<file path="src/pfe_pkg.sv">
package pfe_pkg;

  localparam int STACK_DEPTH = 16;
  localparam int VALUE_WIDTH = 32;
  localparam int ADDR_W      = (STACK_DEPTH > 1) ? $clog2(STACK_DEPTH) : 1;
  localparam int CNT_W       = $clog2(STACK_DEPTH + 1);
  localparam int DIV_CNT_W   = $clog2(VALUE_WIDTH);

  localparam logic [7:0] SYM_MUL  = 8'd42;
  localparam logic [7:0] SYM_ADD  = 8'd43;
  localparam logic [7:0] SYM_SUB  = 8'd45;
  localparam logic [7:0] SYM_DIV  = 8'd47;
  localparam logic [7:0] SYM_ZERO = 8'd48;

  typedef enum logic [1:0] {
    ST_OK    = 2'd0,
    ST_UNDER = 2'd1,
    ST_OVER  = 2'd2,
    ST_DIVZ  = 2'd3
  } status_code_t;

  typedef logic [VALUE_WIDTH-1:0] value_t;

  typedef struct packed {
    logic [7:0] symbol;
    logic       is_last;
  } in_item_t;

  typedef struct packed {
    logic signed [31:0] result_value;
    logic [1:0]         status;
  } out_item_t;

  typedef enum logic [2:0] {
    S_IDLE,
    S_DECODE,
    S_EXEC,
    S_DIV_WAIT,
    S_WRITE,
    S_SETTLE,
    S_EMIT
  } ctrl_state_t;

  typedef struct packed {
    logic         load;
    logic         push;
    logic         set_err;
    status_code_t err_code;
    logic         div_start;
    logic         cap_alu;
    logic         cap_div;
    logic         write_res;
    logic         emit;
  } dp_cmd_t;

  typedef struct packed {
    logic err_set;
    logic is_op;
    logic op_div;
    logic full;
    logic under;
    logic rhs_zero;
    logic div_done;
    logic out_busy;
    logic is_last;
  } dp_status_t;

  function automatic logic is_operator(input logic [7:0] sym);
    return (sym == SYM_MUL) || (sym == SYM_DIV) || (sym == SYM_ADD) || (sym == SYM_SUB);
  endfunction

  // An operand is its character code less that of the digit zero, taken as signed.
  function automatic value_t operand_value(input logic [7:0] sym);
    logic signed [8:0]  diff;
    logic signed [63:0] wide;
    diff = $signed({1'b0, sym}) - $signed({1'b0, SYM_ZERO});
    wide = 64'(diff);
    return value_t'(wide);
  endfunction

  function automatic logic signed [31:0] to_result(input value_t v);
    logic signed [63:0] ext;
    ext = 64'(signed'(v));
    return ext[31:0];
  endfunction

endpackage

</file>
<file path="src/pfe_divider.sv">
module pfe_divider (
  input  logic            clk,
  input  logic            rst_n,
  input  logic            start,
  input  pfe_pkg::value_t dividend,
  input  pfe_pkg::value_t divisor,
  output logic            done,
  output pfe_pkg::value_t quotient
);
  import pfe_pkg::*;

  logic                 busy_r;
  logic                 done_r;
  logic [DIV_CNT_W-1:0] cnt_r;
  logic                 neg_r;
  value_t               quot_r;
  value_t               rem_r;
  value_t               dvs_r;

  logic                 a_neg;
  logic                 b_neg;
  value_t               mag_a;
  value_t               mag_b;
  logic [VALUE_WIDTH:0] shifted;
  logic [VALUE_WIDTH:0] diff;
  logic                 take;

  assign a_neg = dividend[VALUE_WIDTH-1];
  assign b_neg = divisor[VALUE_WIDTH-1];
  assign mag_a = a_neg ? -dividend : dividend;
  assign mag_b = b_neg ? -divisor : divisor;

  // One restoring step per cycle on the magnitudes, most significant bit first.
  assign shifted = {rem_r, quot_r[VALUE_WIDTH-1]};
  assign diff    = shifted - {1'b0, dvs_r};
  assign take    = !diff[VALUE_WIDTH];

  always_ff @(posedge clk) begin
    if (!rst_n) begin
      busy_r <= 1'b0;
      done_r <= 1'b0;
      cnt_r  <= '0;
    end else if (start) begin
      busy_r <= 1'b1;
      done_r <= 1'b0;
      cnt_r  <= '0;
    end else if (busy_r) begin
      cnt_r <= cnt_r + DIV_CNT_W'(1);
      if (cnt_r == DIV_CNT_W'(VALUE_WIDTH - 1)) begin
        busy_r <= 1'b0;
        done_r <= 1'b1;
      end
    end else begin
      done_r <= 1'b0;
    end
  end

  always_ff @(posedge clk) begin
    if (start) begin
      quot_r <= mag_a;
      rem_r  <= '0;
      dvs_r  <= mag_b;
      neg_r  <= a_neg ^ b_neg;
    end else if (busy_r) begin
      quot_r <= {quot_r[VALUE_WIDTH-2:0], take};
      rem_r  <= take ? diff[VALUE_WIDTH-1:0] : shifted[VALUE_WIDTH-1:0];
    end
  end

  assign done     = done_r;
  assign quotient = neg_r ? -quot_r : quot_r;

endmodule

</file>
<file path="src/pfe_dpath.sv">
module pfe_dpath (
  input  logic                clk,
  input  logic                rst_n,
  input  pfe_pkg::in_item_t   in_data,
  input  pfe_pkg::dp_cmd_t    cmd,
  output pfe_pkg::dp_status_t stat,
  input  logic                out_stall,
  output logic                out_valid,
  output pfe_pkg::out_item_t  out_data
);
  import pfe_pkg::*;

  logic [7:0]       sym_r;
  logic             last_r;
  logic [CNT_W-1:0] count_r;
  status_code_t     err_r;
  value_t           stack_mem [STACK_DEPTH];
  value_t           top_r;
  value_t           below_r;
  value_t           res_r;
  logic             out_valid_r;
  out_item_t        out_data_r;

  logic [CNT_W-1:0]  cnt_m1;
  logic [CNT_W-1:0]  cnt_m2;
  logic [ADDR_W-1:0] top_addr;
  logic [ADDR_W-1:0] below_addr;
  logic [ADDR_W-1:0] push_addr;
  value_t            alu;
  value_t            div_q;
  logic              div_done;
  out_item_t         emit_item;

  assign cnt_m1     = count_r - CNT_W'(1);
  assign cnt_m2     = count_r - CNT_W'(2);
  assign top_addr   = cnt_m1[ADDR_W-1:0];
  assign below_addr = cnt_m2[ADDR_W-1:0];
  assign push_addr  = count_r[ADDR_W-1:0];

  always_ff @(posedge clk) begin
    if (cmd.load) begin
      sym_r  <= in_data.symbol;
      last_r <= in_data.is_last;
    end
  end

  // The two read ports follow the stack pointer every cycle.
  always_ff @(posedge clk) begin
    if (cmd.push) begin
      stack_mem[push_addr] <= operand_value(sym_r);
    end else if (cmd.write_res) begin
      stack_mem[below_addr] <= res_r;
    end
    top_r   <= stack_mem[top_addr];
    below_r <= stack_mem[below_addr];
  end

  pfe_divider u_divider (
    .clk      (clk),
    .rst_n    (rst_n),
    .start    (cmd.div_start),
    .dividend (below_r),
    .divisor  (top_r),
    .done     (div_done),
    .quotient (div_q)
  );

  always_comb begin
    unique case (sym_r)
      SYM_MUL: alu = below_r * top_r;
      SYM_SUB: alu = below_r - top_r;
      default: alu = below_r + top_r;
    endcase
  end

  always_ff @(posedge clk) begin
    if (cmd.cap_alu) begin
      res_r <= alu;
    end else if (cmd.cap_div) begin
      res_r <= div_q;
    end
  end

  always_ff @(posedge clk) begin
    if (!rst_n) begin
      count_r <= '0;
      err_r   <= ST_OK;
    end else if (cmd.emit) begin
      count_r <= '0;
      err_r   <= ST_OK;
    end else begin
      if (cmd.push) begin
        count_r <= count_r + CNT_W'(1);
      end else if (cmd.write_res) begin
        count_r <= cnt_m1;
      end
      if (cmd.set_err) begin
        err_r <= cmd.err_code;
      end
    end
  end

  always_comb begin
    emit_item.result_value = '0;
    emit_item.status       = err_r;
    if (err_r == ST_OK) begin
      if (count_r != '0) begin
        emit_item.result_value = to_result(top_r);
      end else begin
        emit_item.status = ST_UNDER;
      end
    end
  end

  always_ff @(posedge clk) begin
    if (!rst_n) begin
      out_valid_r <= 1'b0;
    end else if (cmd.emit) begin
      out_valid_r <= 1'b1;
    end else if (!out_stall) begin
      out_valid_r <= 1'b0;
    end
  end

  always_ff @(posedge clk) begin
    if (cmd.emit) begin
      out_data_r <= emit_item;
    end
  end

  assign stat.err_set  = (err_r != ST_OK);
  assign stat.is_op    = is_operator(sym_r);
  assign stat.op_div   = (sym_r == SYM_DIV);
  assign stat.full     = (count_r >= CNT_W'(STACK_DEPTH));
  assign stat.under    = (count_r < CNT_W'(2));
  assign stat.rhs_zero = (top_r == '0);
  assign stat.div_done = div_done;
  assign stat.out_busy = out_valid_r && out_stall;
  assign stat.is_last  = last_r;

  assign out_valid = out_valid_r;
  assign out_data  = out_data_r;

  a_count_range: assert property (@(posedge clk) disable iff (!rst_n)
    count_r <= CNT_W'(STACK_DEPTH))
    else $error("stack count beyond depth");

  a_push_room: assert property (@(posedge clk) disable iff (!rst_n)
    cmd.push |-> count_r < CNT_W'(STACK_DEPTH))
    else $error("push onto a full stack");

  a_pop_depth: assert property (@(posedge clk) disable iff (!rst_n)
    cmd.write_res |-> count_r >= CNT_W'(2))
    else $error("result written with fewer than two entries");

  a_emit_clears: assert property (@(posedge clk) disable iff (!rst_n)
    cmd.emit |=> (count_r == '0 && err_r == ST_OK && out_valid_r))
    else $error("state not cleared after a result");

endmodule

</file>
<file path="src/pfe_ctrl.sv">
module pfe_ctrl (
  input  logic                clk,
  input  logic                rst_n,
  input  logic                in_valid,
  output logic                in_stall,
  input  pfe_pkg::dp_status_t stat,
  output pfe_pkg::dp_cmd_t    cmd
);
  import pfe_pkg::*;

  ctrl_state_t state_r;
  ctrl_state_t state_nxt;
  ctrl_state_t done_state;

  // After an item, the last character of an expression goes on to read the top.
  assign done_state = stat.is_last ? S_SETTLE : S_IDLE;

  always_ff @(posedge clk) begin
    if (!rst_n) begin
      state_r <= S_IDLE;
    end else begin
      state_r <= state_nxt;
    end
  end

  always_comb begin
    state_nxt = state_r;
    unique case (state_r)
      S_IDLE: begin
        if (in_valid) begin
          state_nxt = S_DECODE;
        end
      end
      S_DECODE: begin
        if (stat.err_set || !stat.is_op || stat.under) begin
          state_nxt = done_state;
        end else begin
          state_nxt = S_EXEC;
        end
      end
      S_EXEC: begin
        if (!stat.op_div) begin
          state_nxt = S_WRITE;
        end else if (stat.rhs_zero) begin
          state_nxt = done_state;
        end else begin
          state_nxt = S_DIV_WAIT;
        end
      end
      S_DIV_WAIT: begin
        if (stat.div_done) begin
          state_nxt = S_WRITE;
        end
      end
      S_WRITE:  state_nxt = done_state;
      S_SETTLE: state_nxt = S_EMIT;
      S_EMIT: begin
        if (!stat.out_busy) begin
          state_nxt = S_IDLE;
        end
      end
      default: state_nxt = S_IDLE;
    endcase
  end

  always_comb begin
    cmd          = '0;
    cmd.err_code = ST_OK;
    in_stall     = 1'b1;
    unique case (state_r)
      S_IDLE: begin
        in_stall = 1'b0;
        cmd.load = in_valid;
      end
      S_DECODE: begin
        if (!stat.err_set) begin
          if (!stat.is_op) begin
            if (stat.full) begin
              cmd.set_err  = 1'b1;
              cmd.err_code = ST_OVER;
            end else begin
              cmd.push = 1'b1;
            end
          end else if (stat.under) begin
            cmd.set_err  = 1'b1;
            cmd.err_code = ST_UNDER;
          end
        end
      end
      S_EXEC: begin
        if (!stat.op_div) begin
          cmd.cap_alu = 1'b1;
        end else if (stat.rhs_zero) begin
          cmd.set_err  = 1'b1;
          cmd.err_code = ST_DIVZ;
        end else begin
          cmd.div_start = 1'b1;
        end
      end
      S_DIV_WAIT: cmd.cap_div   = stat.div_done;
      S_WRITE:    cmd.write_res = 1'b1;
      S_SETTLE:   cmd.load      = 1'b0;
      S_EMIT:     cmd.emit      = !stat.out_busy;
      default:    cmd.load      = 1'b0;
    endcase
  end

endmodule

</file>
<file path="src/postfix_expression_evaluator.sv">
// Channel  Direction  Ports                                Payload
// input    in         in_valid, in_stall, in_data          symbol, is_last
// result   out        out_valid, out_stall, out_data       result_value, status
//
// An operand passes through states IDLE and DECODE, an add, subtract or multiply
// through IDLE, DECODE, EXEC and WRITE, and a divide also waits in DIV_WAIT on the
// one-bit-per-cycle divider. The last character of an expression then passes through
// SETTLE, to read the top of the stack, and EMIT, to load the output register.
// Reset is synchronous and active low; it empties the stack and clears the error.
// A new transaction is taken while a finished result still waits at the output.
module postfix_expression_evaluator (
  input  logic               clk,
  input  logic               rst_n,
  input  logic               in_valid,
  output logic               in_stall,
  input  pfe_pkg::in_item_t  in_data,
  output logic               out_valid,
  input  logic               out_stall,
  output pfe_pkg::out_item_t out_data
);
  import pfe_pkg::*;

  dp_cmd_t    cmd;
  dp_status_t stat;

  pfe_ctrl u_ctrl (
    .clk      (clk),
    .rst_n    (rst_n),
    .in_valid (in_valid),
    .in_stall (in_stall),
    .stat     (stat),
    .cmd      (cmd)
  );

  pfe_dpath u_dpath (
    .clk       (clk),
    .rst_n     (rst_n),
    .in_data   (in_data),
    .cmd       (cmd),
    .stat      (stat),
    .out_stall (out_stall),
    .out_valid (out_valid),
    .out_data  (out_data)
  );

endmodule

</file>
<file path="config.mk">
export PLATFORM = sky130hd
export DESIGN_NAME = postfix_expression_evaluator
export DESIGN_NICKNAME = d
export VERILOG_FILES = /design/src/pfe_pkg.sv /design/src/pfe_divider.sv /design/src/pfe_dpath.sv /design/src/pfe_ctrl.sv /design/src/postfix_expression_evaluator.sv
export SDC_FILE = /design/constraint.sdc
export NUM_CORES = 2
export LEC_CHECK = 0
export ABC_AREA = 1
export CAP_MARGIN = 5
export CORE_ASPECT_RATIO = 1.2
export CORE_MARGIN = 3
export CORE_UTILIZATION = 60
export CTS_CLUSTER_DIAMETER = 60
export DETAILED_ROUTE_END_ITERATION = 7
export DONT_BUFFER_PORTS = 1
export GPL_ROUTABILITY_DRIVEN = 1
export MAX_ROUTING_LAYER = met4
export PLACE_DENSITY_LB_ADDON = 0.2
export SYNTH_ARGS = -nofsm -noshare
export SYNTH_HDL_FRONTEND = slang
export SYNTH_SLANG_ARGS = --single-unit
export TNS_END_PERCENT = 20
</file>
<file path="constraint.sdc">
create_clock -name clk -period 13.45 [get_ports clk]
set_input_delay 0.6725 -clock clk [delete_from_list [all_inputs] [get_ports clk]]
set_output_delay 0.6725 -clock clk [all_outputs]
set_load 0.01 [all_outputs]
</file>
# Word level (Yosys, flattened, before mapping)
# Memories as Yosys holds them, arrays and structs flattened. A register that Yosys moved wholly into a read port is not among the register bits.
# Index checks and enable logic that the tools add are counted.
[word_totals]
regBits = 190
ram_bits = 512
input_bits = 13
out_inout_bits = 36
elab_cells = 125
n_memories = 1
[memory_table]
columns = ["memory", "words", "word_bits", "rd", "rd_clocked_by_memory_dff", "write_ports", "line", "rtl"]
rows = [
  ["u_dpath.stack_mem", 16, 32, 2, 2, 1, "pfe_dpath.sv:17", "value_t stack_mem [STACK_DEPTH];"],
]
[op_classes]
add_sub_neg = 11
n_mul = 1
order_cmp = 2
eq_ne = 15
n_mux = 52
bitwise = 3
reduce_logical = 23
[op_table]
columns = ["cell", "count"]
rows = [
  ["32-bit 2-to-1 mux", 8],
  ["32-bit negation", 3],
  ["32-bit one-hot mux with 2 select lines", 1],
  ["3-bit 2-to-1 mux", 11],
  ["33-bit by 32-bit subtractor with 33-bit output", 1],
  ["32-bit adder", 1],
  ["8-bit by 6-bit equality test with 1-bit output (second input constant)", 4],
  ["32-bit zero test", 1],
  ["32-bit by 32-bit multiplier with 32-bit output", 1],
  ["32-bit OR reduction", 1],
  ["32-bit subtractor", 1],
  ["31-bit 2-to-1 mux", 1],
  ["1-bit 2-to-1 mux", 21],
  ["3-bit one-hot mux with 7 select lines", 1],
  ["4-bit 2-to-1 mux", 3],
  ["5-bit by 1-bit adder with 5-bit output (second input constant)", 2],
  ["5-bit 2-to-1 mux", 2],
  ["3-bit equality test (second input constant)", 3],
  ["8-bit by 6-bit subtractor with 9-bit output (second input constant)", 1],
  ["2-bit nonzero test", 4],
  ["3-bit by 2-bit equality test with 1-bit output (second input constant)", 2],
  ["2-bit 2-to-1 mux", 3],
  ["3-bit one-hot mux with 2 select lines", 1],
  ["5-bit equality test (second input constant)", 1],
  ["19 further kinds", 29],
]

# Longest topological paths before layout
[depth]
word_depth = 11
depth_mapped = 38
depth_no_buf = 36

# Modules after synthesis
# Synthesis repeated with hierarchy kept, for this count alone.
[hier_totals]
hier_cells = 7260
hier_area_um2 = 58945.3
[by_module_without_submodules]
columns = ["mod", "n_inst", "cells_per_inst", "area_per_inst_um2", "seq_area_each_um2"]
rows = [
  ["pfe_dpath", 1, 5753, 49557.5, 19068.3],
  ["pfe_divider", 1, 1447, 9052.4, 2732.6],
  ["pfe_ctrl", 1, 60, 335.3, 60.1],
]

# Worst setup path before layout
# Ideal clock, no wire load.
[synth_timing]
kind = "register to register"
start = "register u_dpath.below_r[12] (read register of u_dpath.stack_mem)"
end = "register u_dpath.res_r[30] (data pin)"
setup_ns = 0.261
t_arrival_ns = 6.489
required_time_ns = 13.189
setup_slack_ns = 6.700
path_stages_with_launch = 28
path_buffers = 2
period_less_slack_ns = 6.750
cell_sequence = "dfxtp_1 > clkbuf_1 > buf_1 > nand2_1 > fa_1 > inv_1 > fa_1 > inv_1 > fa_1 > inv_1 > fa_1 > inv_1 > fa_1 > fa_1 > inv_1 > fa_1 > fa_1 > ha_1 > inv_1 > nor3_1 > nand4_1 > o211a_1 > nand2_1 > a21oi_1 > o21ai_0 > o21ai_0 > nand2_1 > o21ai_1"
[synth_between]
elab_chain_cells = 3
elab_cells_between_ends = 5
classes_between = "add/sub (2); mul (1); mux (2)"
[synth_lines]
columns = ["element", "line", "rtl"]
rows = [
  ["start: declaration", "pfe_dpath.sv:19", "value_t below_r;"],
  ["32-bit by 32-bit multiplier with 32-bit output, or another cell as far along", "pfe_dpath.sv:70", "SYM_MUL: alu = below_r * top_r;"],
  ["32-bit one-hot mux with 2 select lines (*)", "pfe_dpath.sv:69", "unique case (sym_r)"],
  ["32-bit 2-to-1 mux (*)", "pfe_dpath.sv:77", "if (cmd.cap_alu) begin"],
  ["end signal: assignment", "pfe_dpath.sv:78", "res_r <= alu;"],
  ["end signal: assignment", "pfe_dpath.sv:80", "res_r <= div_q;"],
  ["end: declaration", "pfe_dpath.sv:20", "value_t res_r;"],
]
# Every way passes the cells marked *; elsewhere a longest branch is shown, timed or not.
# A chain may end at the register's enable or synchronous reset.

# Worst setup path after layout
[layout_timing]
start = "register u_dpath.below_r[14] (read register of u_dpath.stack_mem)"
end = "register u_dpath.res_r[28] (data pin)"
# The elaborated chain is that of the path after synthesis.

==> impl_metrics.yaml <==
synthesis:
  avgSynthCellArea_sq_um: 8.31
  synth_compound_area_frac: 0.142
  synth_cell_types: 59
  syn-num-nets: 7568
  synth_top_family_by_area: "adder cells"
  synth-adder-area-share: 0.185
  yosysWarnings: 0
  synthCells: 6946
  synthArstFlopShare: 0
  yosys_most_used_dff: "edfxtp_1"
  ys_seq_area_frac: 0.379
  synth_xor_area_frac: 0.0183
  synth_edf_count: 652
  ys_ff_latch: 766
  synthSimpleGateAreaFrac: 0.169
  synthMuxAreaShare: 0
  netlist_area_sq_um: 57700
clocking:
  cts_tree: "done"
  clock_latency_ns: 0.69
  cts_resized: 0
  numCtsBuffers: 86
  clkSinkCount: 766
  cts_max_level: 3
  clk_pin_slew_worst_paths_ns: 0.06
  postCtsSetupBuffers: 0
  cts_buffer_depth: 3
  cts-hold-fix-buffers: 0
  cts_root_buffer: "clkbuf_16"
route:
  ant_nets: 0
  post_drt_wl_per_cell_um: 22.7
  remaining_drc_errors: 0
  wl_mm: 183
  drtPass1Iterations: 8
  drt_iter0_drc: 5992
  vias_per_cell: 6.12
  vias: 49300
final_layout:
  fillers: 7855
  layout.nets: 7351
  drive_above_1_share: 0.0491
  area.sequential_sq_um: 21900
  synthToLayoutAreaGrowth_pct: 6.66
  multi_input_area_sq_um: 29900
critical_path:
  critPathMaxFanout: 22
  startpoint_type: "flip-flop"
  reg2reg_depth: 19
  end_kind: "flip-flop"
  crit_required_ns: 13.87
  r2r-start: "u_dpath.below_r[14]"
  r2r_setup_slack_ns: 5.99
  critical_path_arrival_ns: 7.87
  path_class: "flip-flop to flip-flop"
  r2r_end: "u_dpath.res_r[28]"
sta:
  fin_skew_ns: 0.0350
  slew-limit-headroom: 0.132
  drv_slew: 0
  setup_tns_ns: 0
  setup_violations: 0
  max_freq_mhz: 134
  finalHoldViolCount: 0
  rsz0062_at_grt: "false"
  fin_crit_sh: 0.554
  worst_pin_slew_ns: 1.30
  fin_crit_ns: 7.46
run_status:
  status: "completed"
grt:
  antenna_found_initial: 4
  grt_pass1_vias: 47700
  grt_pass1_wl_mm: 276
  grt_overflow: 0
  grt_use_total: 0.376
  grt_max_degree: 120
placement:
  place.gp.congestion: 0.992
  place_hpwl_mm: 120
  io_buffers: 0
hold_path:
  hp-start: "in_data[4]"
  min_path_cells: 0
  hold_end: "u_dpath.sym_r[3]"
  hp-class: "input pin to flip-flop"
floorplan:
  die_h_um: 346
  rows: 123
  design.core.area_sq_um: 94500
  start_util: 0.611
  die_area_sq_um: 99900
  ios: 49
  die_w_um: 289
run:
  cap_violations: 0
==> synth_stat cells, types with 45 or more instances <==
master,count,share of area
a21oi_1,361,0.031
buf_1,54,0.0035
clkbuf_1,322,0.021
dfxtp_1,114,0.040
edfxtp_1,652,0.34
fa_1,410,0.14
ha_1,199,0.043
inv_1,1179,0.077
nand2_1,1408,0.092
nand3_1,302,0.026
nand4_1,45,0.0049
nor2_1,510,0.033
o211ai_1,121,0.016
o21ai_0,692,0.060
o21ai_1,65,0.0056
o221ai_1,78,0.012
o22ai_1,58,0.0063
xor2_1,79,0.012
==> stage by stage <==
step	utilization	setup WS (ns)	hold WS [ns]	std cells	instance area (sq um)
finish	0.651	5.99	0.0728	8055	61500
global route	0.651	5.49	0.0566	8053	61500
CTS	0.651	6.05	0.0438	8051	61500
detailed placement	0.621	6.06	0.461	7891	58600
global placement	0.621	6.08	0.452	7891	58600
floorplan	-	6.70	0.443	6946	57700
==> flip-flops by register name (all words and copies together), names as in the netlist <==
name                      cells
u_dpath.stack_mem           512
u_dpath.out_data             34
u_dpath.below_r              32
u_dpath.res_r                32
u_dpath.top_r                32
u_dpath.u_divider.dvs_r      32
u_dpath.u_divider.quot_r     32
u_dpath.u_divider.rem_r      32
u_dpath.sym_r                 8
u_dpath.count_r               5
u_dpath.u_divider.cnt_r       5
u_ctrl.state_r                3
u_dpath.err_r                 2
u_dpath.last_r                1
u_dpath.out_valid             1
u_dpath.u_divider.busy_r      1
u_dpath.u_divider.done        1
u_dpath.u_divider.neg_r       1
==> routing by layer <==
layer	routed length, um	GRT usage	up-vias
met5	0	-	-
met4	12000	0.212	0
met3	18800	0.0649	778
met2	86600	0.597	2857
met1	65200	0.453	23400
li1	-	-	22200
==> worst max path at each step <==
stage,slack [ns],depth (start not counted),startpoint,endpoint
after floorplan,6.70,27,u_dpath.below_r[12],u_dpath.res_r[30]
after global placement,6.08,25,u_dpath.below_r[14],u_dpath.res_r[29]
after detailed placement,6.06,19,u_dpath.below_r[14],u_dpath.res_r[28]
after CTS,6.05,19,u_dpath.below_r[14],u_dpath.res_r[28]
after global routing,5.49,25,u_dpath.below_r[14],u_dpath.res_r[26]
final,5.99,19,u_dpath.below_r[14],u_dpath.res_r[28]
==> final cells by class <==
type                            instances  share of cell area
Multi-Input combinational cell       4560               0.485
Sequential cell                       766               0.355
Inverter                             1208              0.0740
Clock buffer                          112              0.0376
Tap cell                             1250              0.0254
Timing Repair Buffer                  107              0.0131
Clock inverter                         48             0.00931
Antenna cell                            4            0.000163
==> cells by family (layout without fill, tap and decap cells) <==
kind of cell / after synthesis / in the layout
adders and majority gates: 609 / 609
AOI/OAI and AO/OA: 1458 / 1458
other: 0 / 4
xor gates and xnor gates: 120 / 120
DFF: 766 / 766
buffers and inverters: 1620 / 1475
and+or+nand+nor: 2373 / 2373
==> critical path, stage by stage (launching register included) <==
cell and delay (ns):
dfxtp_1 1.18, nand2_1 0.21, fa_1 0.56, fa_1 0.52
fa_1 0.56, inv_1 0.06, fa_1 0.44, fa_1 0.48
fa_1 0.56, fa_1 0.45, fa_1 0.45, ha_1 0.37
a21oi_1 0.25, o21ai_0 0.24, a221oi_1 0.38, nand3_1 0.11
o21ai_0 0.14, o21ai_0 0.11, nand2_1 0.09, nand2_1 0.06
==> cell usage in the layout (no fill, tap or decap), drive strengths merged, types with 3 or more instances in the layout <==
cell	n
a211oi	8
a21o	16
a21oi	362
a221oi	4
a31oi	22
and3	4
buf	107
bufinv	7
clkbuf	112
clkinv	39
clkinvlp	6
dfxtp	114
diode	4
edfxtp	652
fa	410
ha	199
inv	1204
nand2	1414
nand3	304
nand3b	19
nand4	46
nor2	512
nor3	41
nor4	18
o211ai	121
o21a	7
o21ai	758
o21bai	13
o221ai	78
o22ai	58
o31ai	3
or2	14
xnor2	40
xor2	80
Power is left out: the tool's default activity adds up to more than one toggle a clock period on the data nets, which glitch-free logic cannot reach.
